**src/bitmap_block_allocator_defines.svh**
```systemverilog
// assertion macros for the bitmap block allocator
// no dependencies; included by the module that carries assertions
`ifndef BITMAP_BLOCK_ALLOCATOR_DEFINES_SVH
`define BITMAP_BLOCK_ALLOCATOR_DEFINES_SVH

`ifndef SYNTHESIS
`define BBA_ASSERT_IMP(lbl, clk, rst, a, c, msg) \
  lbl: assert property (@(posedge clk) disable iff (rst) (a) |-> (c)) else $error(msg);
`define BBA_ASSERT_NXT(lbl, clk, rst, a, c, msg) \
  lbl: assert property (@(posedge clk) disable iff (rst) (a) |=> (c)) else $error(msg);
`else
`define BBA_ASSERT_IMP(lbl, clk, rst, a, c, msg)
`define BBA_ASSERT_NXT(lbl, clk, rst, a, c, msg)
`endif

`endif

```
**src/bba_pkg.sv**
```systemverilog
// constants and types shared by the bitmap block allocator
// no dependencies
`timescale 1ns / 1ps
`default_nettype none

package bba_pkg;

  localparam int MAX_BLOCKS = 1024;
  localparam int WORD_BITS  = 32;
  localparam int NUM_WORDS  = (MAX_BLOCKS + WORD_BITS - 1) / WORD_BITS;
  localparam int WA_W       = $clog2(NUM_WORDS);
  localparam int BIT_W      = $clog2(WORD_BITS);
  localparam int IDX_W      = 10;
  localparam int CNT_W      = 11;
  localparam int DATA_W     = 16;

  localparam logic [CNT_W-1:0] TOTAL_RESET = CNT_W'(1024);

  localparam logic [1:0] OP_ALLOC = 2'd0;
  localparam logic [1:0] OP_FREE  = 2'd1;
  localparam logic [1:0] OP_TEST  = 2'd2;

  typedef enum logic [1:0] {
    ST_OK    = 2'd0,
    ST_FULL  = 2'd1,
    ST_CLEAR = 2'd2,
    ST_RANGE = 2'd3
  } status_t;

  typedef enum logic [4:0] {
    S_IDLE  = 5'b00001,
    S_SCAN  = 5'b00010,
    S_LOOK  = 5'b00100,
    S_CHECK = 5'b01000,
    S_DONE  = 5'b10000
  } state_t;

endpackage

`default_nettype wire

```
**src/bba_ram.sv**
```systemverilog
// generic single write port, single read port ram with registered read
// no dependencies
`timescale 1ns / 1ps
`default_nettype none

module bba_ram #(
  parameter int WIDTH = 32,
  parameter int DEPTH = 32
) (
  input  wire logic                     clk,
  input  wire logic                     we,
  input  wire logic [$clog2(DEPTH)-1:0] waddr,
  input  wire logic [WIDTH-1:0]         wdata,
  input  wire logic                     re,
  input  wire logic [$clog2(DEPTH)-1:0] raddr,
  output logic      [WIDTH-1:0]         rdata
);

  logic [WIDTH-1:0] mem [DEPTH];

  always_ff @(posedge clk) begin
    if (we) begin
      mem[waddr] <= wdata;
    end
    if (re) begin
      rdata <= mem[raddr];
    end
  end

endmodule

`default_nettype wire

```
**src/bitmap_block_allocator.sv**
```systemverilog
// bitmap block allocator top level, first-fit search over a usage bitmap in ram
// depends on bba_pkg, bba_ram and bitmap_block_allocator_defines.svh
//
// input channel s_*: s_tuser carries the operation (allocate, free, test),
// s_tdata the block index. output channel m_*: m_tuser carries the status,
// m_tdata the result index and the test bit. one result item per input item.
// cfg_wen/cfg_wdata set the block count; write it only while the block is idle.
// the bitmap lives in a 32 x 32 ram; a per-word valid flag makes words never
// written read as zero, so reset takes effect at once with no clearing pass.
// free and test read the bitmap word in S_LOOK, check the bit in S_CHECK, then
// pass to S_DONE. allocate reads one bitmap word per cycle in order; the first
// free bit in range ends the search, and a full bitmap ends it after the last
// word in range. a count of zero or a bad index or op goes straight to S_DONE
// with no bitmap read. one item is worked on at a time; s_tready is high only
// when no item is open and rises the cycle after a result is loaded. if m_tready
// is low the next result waits in the block, which then holds s_tready low. rst
// is synchronous and active high; it empties the bitmap and restores a block
// count of 1024.
`timescale 1ns / 1ps
`default_nettype none
`include "bitmap_block_allocator_defines.svh"

module bitmap_block_allocator
  import bba_pkg::*;
(
  input  wire logic              clk,
  input  wire logic              rst,
  input  wire logic              cfg_wen,
  input  wire logic [CNT_W-1:0]  cfg_wdata,
  input  wire logic              s_tvalid,
  output logic                   s_tready,
  input  wire logic [DATA_W-1:0] s_tdata,   // block_index[9:0], zero pad
  input  wire logic [1:0]        s_tuser,   // op[1:0]
  output logic                   m_tvalid,
  input  wire logic              m_tready,
  output logic [DATA_W-1:0]      m_tdata,   // result_index[9:0], bit_value[10], zero pad
  output logic [1:0]             m_tuser    // status[1:0]
);

  state_t               state;
  logic [CNT_W-1:0]     total_blocks;
  logic [CNT_W-1:0]     limit;
  logic [1:0]           op_q;
  logic [IDX_W-1:0]     idx_q;
  logic [IDX_W-1:0]     lim_m1;
  logic [WA_W-1:0]      ptr;
  logic [WA_W-1:0]      chk_addr;
  logic                 chk_valid;
  logic [NUM_WORDS-1:0] word_valid;

  logic [IDX_W-1:0]     pend_idx;
  status_t              pend_status;
  logic                 pend_bit;
  logic [IDX_W-1:0]     res_idx;
  status_t              res_status;
  logic                 res_bit;

  logic                 mem_we;
  logic [WA_W-1:0]      mem_waddr;
  logic [WORD_BITS-1:0] mem_wdata;
  logic                 mem_re;
  logic [WA_W-1:0]      mem_raddr;
  logic [WORD_BITS-1:0] mem_rdata;

  logic [WORD_BITS-1:0] word_eff;
  logic [WORD_BITS-1:0] range_mask;
  logic [WORD_BITS-1:0] free_bits;
  logic [WORD_BITS-1:0] lowest;
  logic [BIT_W-1:0]     enc;
  logic [IDX_W-1:0]     alloc_idx;
  logic                 found_scan;
  logic                 bit_set;
  logic [WA_W-1:0]      last_w;
  logic                 accept;
  logic                 out_free;
  logic                 load_out;

  bba_ram #(
    .WIDTH(WORD_BITS),
    .DEPTH(NUM_WORDS)
  ) u_ram (
    .clk  (clk),
    .we   (mem_we),
    .waddr(mem_waddr),
    .wdata(mem_wdata),
    .re   (mem_re),
    .raddr(mem_raddr),
    .rdata(mem_rdata)
  );

  assign limit    = (total_blocks > CNT_W'(MAX_BLOCKS)) ? CNT_W'(MAX_BLOCKS) : total_blocks;
  assign last_w   = lim_m1[IDX_W-1:BIT_W];
  assign s_tready = (state == S_IDLE) && !rst;
  assign accept   = s_tvalid && s_tready;
  assign out_free = !m_tvalid || m_tready;
  assign load_out = (state == S_DONE) && out_free;
  assign alloc_idx = {chk_addr, enc};
  assign m_tdata  = {{(DATA_W-IDX_W-1){1'b0}}, res_bit, res_idx};
  assign m_tuser  = res_status;

  always_comb begin
    word_eff = word_valid[chk_addr] ? mem_rdata : '0;
    for (int b = 0; b < WORD_BITS; b++) begin
      range_mask[b] = (chk_addr != last_w) || (BIT_W'(b) <= lim_m1[BIT_W-1:0]);
    end
    free_bits = ~word_eff & range_mask;
    lowest    = free_bits & (~free_bits + WORD_BITS'(1));
    enc       = '0;
    for (int b = 0; b < WORD_BITS; b++) begin
      if (lowest[b]) begin
        enc = enc | BIT_W'(b);
      end
    end
    found_scan = (state == S_SCAN) && chk_valid && (|free_bits);
    bit_set    = word_eff[idx_q[BIT_W-1:0]];

    mem_re    = (state == S_SCAN) || (state == S_LOOK);
    mem_raddr = (state == S_SCAN) ? ptr : idx_q[IDX_W-1:BIT_W];
    mem_waddr = chk_addr;
    mem_we    = found_scan || ((state == S_CHECK) && (op_q == OP_FREE) && bit_set);
    mem_wdata = found_scan ? (word_eff | lowest)
                           : (word_eff & ~(WORD_BITS'(1) << idx_q[BIT_W-1:0]));
  end

  always_ff @(posedge clk) begin
    if (rst) begin
      state        <= S_IDLE;
      total_blocks <= TOTAL_RESET;
      m_tvalid     <= 1'b0;
      word_valid   <= '0;
      chk_valid    <= 1'b0;
    end else begin
      if (cfg_wen) begin
        total_blocks <= cfg_wdata;
      end
      if (load_out) begin
        m_tvalid <= 1'b1;
      end else if (m_tready) begin
        m_tvalid <= 1'b0;
      end
      if (mem_we) begin
        word_valid[chk_addr] <= 1'b1;
      end
      case (state)
        S_IDLE: begin
          if (s_tvalid) begin
            op_q      <= s_tuser;
            idx_q     <= s_tdata[IDX_W-1:0];
            lim_m1    <= IDX_W'(limit - CNT_W'(1));
            chk_valid <= 1'b0;
            ptr       <= '0;
            pend_bit  <= 1'b0;
            if (s_tuser == OP_ALLOC) begin
              if (limit == '0) begin
                pend_idx    <= '0;
                pend_status <= ST_FULL;
                state       <= S_DONE;
              end else begin
                state <= S_SCAN;
              end
            end else if (((s_tuser == OP_FREE) || (s_tuser == OP_TEST)) &&
                         ({1'b0, s_tdata[IDX_W-1:0]} < limit)) begin
              state <= S_LOOK;
            end else begin
              pend_idx    <= s_tdata[IDX_W-1:0];
              pend_status <= ST_RANGE;
              state       <= S_DONE;
            end
          end
        end
        S_SCAN: begin
          ptr       <= ptr + WA_W'(1);
          chk_valid <= 1'b1;
          chk_addr  <= ptr;
          if (found_scan) begin
            pend_idx    <= alloc_idx;
            pend_status <= ST_OK;
            state       <= S_DONE;
          end else if (chk_valid && (chk_addr == last_w)) begin
            pend_idx    <= '0;
            pend_status <= ST_FULL;
            state       <= S_DONE;
          end
        end
        S_LOOK: begin
          chk_addr <= idx_q[IDX_W-1:BIT_W];
          state    <= S_CHECK;
        end
        S_CHECK: begin
          pend_idx <= idx_q;
          if (op_q == OP_FREE) begin
            pend_status <= bit_set ? ST_OK : ST_CLEAR;
            pend_bit    <= 1'b0;
          end else begin
            pend_status <= ST_OK;
            pend_bit    <= bit_set;
          end
          state <= S_DONE;
        end
        S_DONE: begin
          if (out_free) begin
            res_idx    <= pend_idx;
            res_status <= pend_status;
            res_bit    <= pend_bit;
            state      <= S_IDLE;
          end
        end
        default: begin
          state <= S_IDLE;
        end
      endcase
    end
  end

  `BBA_ASSERT_IMP(a_we_state, clk, rst, mem_we, (state == S_SCAN) || (state == S_CHECK), "stray write")
  `BBA_ASSERT_IMP(a_alloc_range, clk, rst, found_scan, alloc_idx <= lim_m1, "index beyond count")
  `BBA_ASSERT_IMP(a_alloc_clear, clk, rst, found_scan, !word_eff[enc], "block already in use")
  `BBA_ASSERT_NXT(a_accept_busy, clk, rst, accept, state != S_IDLE, "idle after accept")

endmodule

`default_nettype wire

```
**config.mk**
```make
export PLATFORM = sky130hd
export DESIGN_NAME = bitmap_block_allocator
export DESIGN_NICKNAME = d
export VERILOG_FILES = /design/src/bba_pkg.sv /design/src/bba_ram.sv /design/src/bitmap_block_allocator.sv
export VERILOG_INCLUDE_DIRS = /design/src /design/src/src
export SDC_FILE = /design/constraint.sdc
export NUM_CORES = 2
export LEC_CHECK = 0
export ABC_AREA = 0
export BUFFER_PORTS_ARGS = -buffer_cell sky130_fd_sc_hd__buf_2
export CORE_ASPECT_RATIO = 1.1
export CORE_MARGIN = 5
export CORE_UTILIZATION = 68
export CTS_CLUSTER_DIAMETER = 30
export DETAILED_ROUTE_END_ITERATION = 7
export MAX_ROUTING_LAYER = met4
export PLACE_DENSITY = 0.88
export SETUP_SLACK_MARGIN = 0.1
export SLEW_MARGIN = 0
export SYNTH_ARGS = -nofsm -noshare
export SYNTH_HDL_FRONTEND = slang
export SYNTH_HIERARCHICAL = 1
export SYNTH_SLANG_ARGS = --single-unit
```
**constraint.sdc**
```tcl
create_clock -name clk -period 8.8 [get_ports clk]
set_clock_uncertainty 0.1 [all_clocks]
set_input_delay 1.32 -clock clk [delete_from_list [all_inputs] [get_ports clk]]
set_output_delay 1.32 -clock clk [all_outputs]
set_load 0.02 [all_outputs]
```
== Yosys cells after proc, flatten, opt, wreduce, memory -nomap -nowiden ==
Memories as Yosys holds them, arrays and structs flattened. A register that Yosys moved wholly into a read port is not among the register bits.
Cells that the tools add are included.
Storage, ports and cells
  memories kept: 1
  logic and storage cells: 335
  output and inout port bits: 20
  bits in registers: 108
  memory bits (writable): 1024
Memories
  u_ram.mem: words 32, width 32, read ports 1, clocked after memory_dff 1, write ports 1, line bba_ram.sv:19  | logic [WIDTH-1:0] mem [DEPTH];
Operators by class
  shift-type cells: 1
  equal/unequal tests: 15
  reductions and logical operators: 69
  bitwise operators: 9
  order comparisons: 37
  mux-type cells: 184
  $add $sub $neg: 3
Operator list (number)
  $mux W10: 40
  $mux W5: 50
  $mux W32: 4
  $and A32 B32 Y32: 3
  $not A32 Y32: 3
  $mux W2: 41
  $le A5 B5 Y1 const A: 16
  $or A32 B32 Y32: 2
  $le A4 B5 Y1 const A: 8
  $logic_or A1 B1 Y1: 36
  $mux W11: 3
  $add A32 B1 Y32 const B: 1
  $mux W4: 8
  $reduce_or A32 Y1: 1
  $shl A1 B5 Y32 const A: 1
  $pmux W10 S3: 1
  $pmux W5 S5: 1
  $mux W1: 24
  $le A3 B5 Y1 const A: 4
  $pmux W5 S2: 2
  $reduce_and A3 Y1: 5
  $lt A5 B6 Y1 const B: 2
  $mux W3: 4
  $reduce_bool A2 Y1: 6
  32 further kinds: 52

== Logic depth before layout (Yosys ltp) ==
  depth after elaboration: 44
  gate-level depth with buffers: 16

== Hierarchy ==
Netlist, hierarchy kept.
By module, submodules not included
  bba_ram: seq. area each 31710.4 µm², cells each 2260, area each 40805.4 µm², times used 1
  bitmap_block_allocator: seq. area each 2742.6 µm², cells each 815, area each 7302.0 µm², times used 1

== Least setup slack after synthesis ==
No wires, ideal clock.
  path type: reg-to-reg
  start: register chk_addr[0]
  end: memory u_ram.mem[12][0] (enable)
  path slack: 3.762 ns
  library setup time: 0.421 ns
  required time: 8.279 ns
  stages on the path, launching flop included: 16
  clock period less this slack: 5.038 ns
  arrival time: 4.517 ns
  cells stage by stage: edfxtp_1 > buf_4 > buf_8 > mux2i_1 > o22ai_1 > o211ai_2 > nand4_2 > o221a_1 > and3_4 > a31oi_4 > a31oi_2 > buf_2 > inv_1 > or3b_2 > clkbuf_1 > nor2_1
Between the ends
  longest elaborated chain between the ends: 10
  elaborated cells on any way between the ends: 46
RTL lines
  start, declared: line bitmap_block_allocator.sv:47  | logic [WA_W-1:0] chk_addr;
  start signal, assigned: line bitmap_block_allocator.sv:174  | chk_addr <= ptr;
  start signal, assigned: line bitmap_block_allocator.sv:186  | chk_addr <= idx_q[IDX_W-1:BIT_W];
  branches (longest 7 deep; another with $mux W32)
  $logic_or A1 B1 Y1 (*): line bitmap_block_allocator.sv:120  | mem_we = found_scan || ((state == S_CHECK) && (op_q == OP_FREE) && bit_set);
  via mem_we: line bitmap_block_allocator.sv:58  | logic mem_we;
  $mux W1 (*): line bba_ram.sv:22  | if (we) begin
  $mux W1 (not written as such) (*): line bba_ram.sv:23  | mem[waddr] <= wdata;
  end, declared: line bba_ram.sv:19
Mark *: on every way through the listed nets, which the timed path passes. The select of a mux whose other input is x is not followed.

== Worst setup path in the final report ==
  start: register chk_addr[0]
  end: memory u_ram.mem[14][17] (enable)
Same word-level chain as after synthesis.

==> out/results.ini <==
[run_status]
status = complete, no violations

[sta]
setup_violations = 0
post-route-period-util_pct = 80.21
hold_slack_ps = 315.0
final_max_slew_viol_count = 0
finalHoldViolCount = 0
slew_headroom_pct = 7.642
fin_setup_tns_ps = 0
rsz0062_at_grt = false
tightest_slew_ps = 1385
min_period_ps = 7058
max_clock_freq_mhz = 141.7

[clock_network]
cts_hold_buf = 0
cts_tree = yes
cts_resized = 0
htreeDepth = 4
cts_buffers = 161
root_buffer = clkbuf_16
clock_latency_ps = 760
cts_setup_buffers = 0
cts.sinks = 1164
clk_pin_slew_ps = 50
cts_buffer_depth = 3

[yosys]
synthTopCellsByArea = edfxtp_1, mux2i_1, dfxtp_1, a22oi_1, a21oi_1
synth_cell_types = 85
synth_edf_count = 1114
synth_top_area_share_pct = 69.54
ys_top_cells_by_count = edfxtp_1, mux2i_1, nand2_1, a21oi_1, nand3_1
synth_cells = 3075
syn_area_per_cell_um2 = 15.64
synth_ff_type = edfxtp_1
netlist_area_um2 = 48110
yosysWarnings = 6
synthArstFlopShare_pct = 0
yosys.area.top_type = edfxtp_1
yosysSeqAreaShare_pct = 71.62
synth_seq_cells = 1164
synth_most_common_cell = edfxtp_1

[floorplanning]
fp-row-count = 102
start_util_pct = 68.41
die-area_um2 = 76170
ios = 54
die_h_um = 289.0
die_w_um = 263.6
coreArea_um2 = 70320

[placed_design]
io_buffer_count = 42
dp_hpwl_um = 69040
globalplace.congestion = 0.9850

[pwr]
irDropWorstVdd_uv = 194.8
power_density_nw_per_um2 = 244.2
p_leak_nw = 19.17
finalPower_w = 0.01338

[detailed_routing]
wirelength_um = 126700
ant_nets = 0
viasPerCell = 7.055
num_vias = 29800
wire_per_inst_um = 30.00
drc = 0
drtIter0Drc = 4450
dr.pass1.iters = 8

[layout]
drive_gt1_share_pct = 14.20
fin_nets = 3195
syn_to_final_growth_pct = 13.92

[grt]
overflow = 0
grt_max_degree = 129
grtUsageTotal_pct = 33.84
antenna_found_initial = 6
first_global_vias = 29860
grt_pass1_wl_um = 187700

[flow_run]
cap_viol_max_count = 0

[critical_path]
regToRegStartpoint = chk_addr[0]
cp.arrival_ps = 7400
worstPathRequired_ps = 9140
path_max_fanout = 33
cp-startpoint = chk_addr[0]
cp-end-kind = register
critical_path_class = register to register
startpoint_type = register

[worst_hold_path]
worstHoldStart = pend_idx[1]
hold_class = register to register

-- critical path, cell delays in order (launching register included) --
cell and delay, ps:
edfxtp_1 1060, mux2i_1 300, o22ai_1 140, o211ai_2 340
nand4_2 770, buf_4 510, o221a_1 340, and3_4 190
a31oi_4 140, a31oi_2 50, buf_4 260, inv_1 220
nand3b_1 770, nor2_4 1130, buf_4 370
-- final cells by class --
cell class | instances | area, um2
Antenna cell | 6 | 15.01
Clock buffer | 182 | 4149
Tap cell | 936 | 1171
Sequential cell | 1164 | 34450
Timing Repair Buffer | 91 | 610.6
Inverter | 59 | 221.5
Multi-Input combinational cell | 1672 | 12850
Fill cell | 3449 | 15510
Clock inverter | 114 | 1331
-- flip-flops by register name, indices dropped and copies added, names as in the netlist, 10 cells and up --
register	count
u_ram/rdata	32
total_blocks	11
pend_idx	10
lim_m1	10
word_valid	32
u_ram/mem	1024
idx_q	10
res_idx	10
-- stage by stage --
step / std cells / util (%) / worst slack (ps) / area [um2]
after global placement: 3921 / 70.10 / 2189 / 49300
final: 4224 / 77.94 / 1742 / 54810
after floorplan: 3079 / - / 3762 / 48120
after global routing: 4223 / 77.93 / 1444 / 54800
after CTS: 4217 / 77.90 / 1883 / 54780
after detailed placement: 3921 / 70.10 / 1991 / 49300
-- cells by family (layout without fill, tap and decap cells) --
kind of cell	after synthesis	after routing	synth area share [%]
compound gates	522	522	7.608
xor+xnor	17	17	0.3095
fa+ha+maj	12	12	0.3121
buf+inv	243	446	2.645
flops	1164	1164	71.62
mux	554	554	11.80
other cells	1	11	0.007795
simple gates	562	562	5.701
-- where the power goes --
group          switching, W  internal (W)  total, W
clock               0.00254       0.00398   0.00652
sequential        0.0000356       0.00606   0.00610
combinational      0.000507      0.000253  0.000760
-- path summary, 6_finish.rpt --
check                                    endpoint  slack [ps]  cells after the start
worst max-delay path            u_ram/mem[14][17]        1740                     14
worst min-delay path                   res_idx[1]         320                      0
worst max register to register  u_ram/mem[14][17]        1740                     14
worst min register to register         res_idx[1]         320                      0
-- layout by cell type, fill, tap and decap left out, types with 58 or more instances in the layout --
| cell type | netlist | layout |
|---|---|---|
| a22oi_1 | 115 | 115 |
| nand2_1 | 179 | 176 |
| a22o_1 | 68 | 68 |
| nand3_1 | 119 | 119 |
| clkbuf_16 | 0 | 162 |
| a21oi_1 | 159 | 141 |
| edfxtp_1 | 1114 | 1114 |
| nor2_1 | 98 | 65 |
| mux2i_1 | 539 | 539 |
| nor3_1 | 58 | 58 |
| inv_1 | 59 | 59 |
-- routing by layer --
metal / vias to the layer above / share of wire [%] / track usage, % / routed length [um]
li1: 12270 / - / - / -
met1: 14690 / 36 / 43.00 / 45250
met2: 2352 / 49 / 54.69 / 62080
met3: 490 / 11 / 6.489 / 13430
met4: 0 / 4.7 / 14.18 / 5955
met5: - / 0 / - / 0
(Power assumes the default switching activity.)
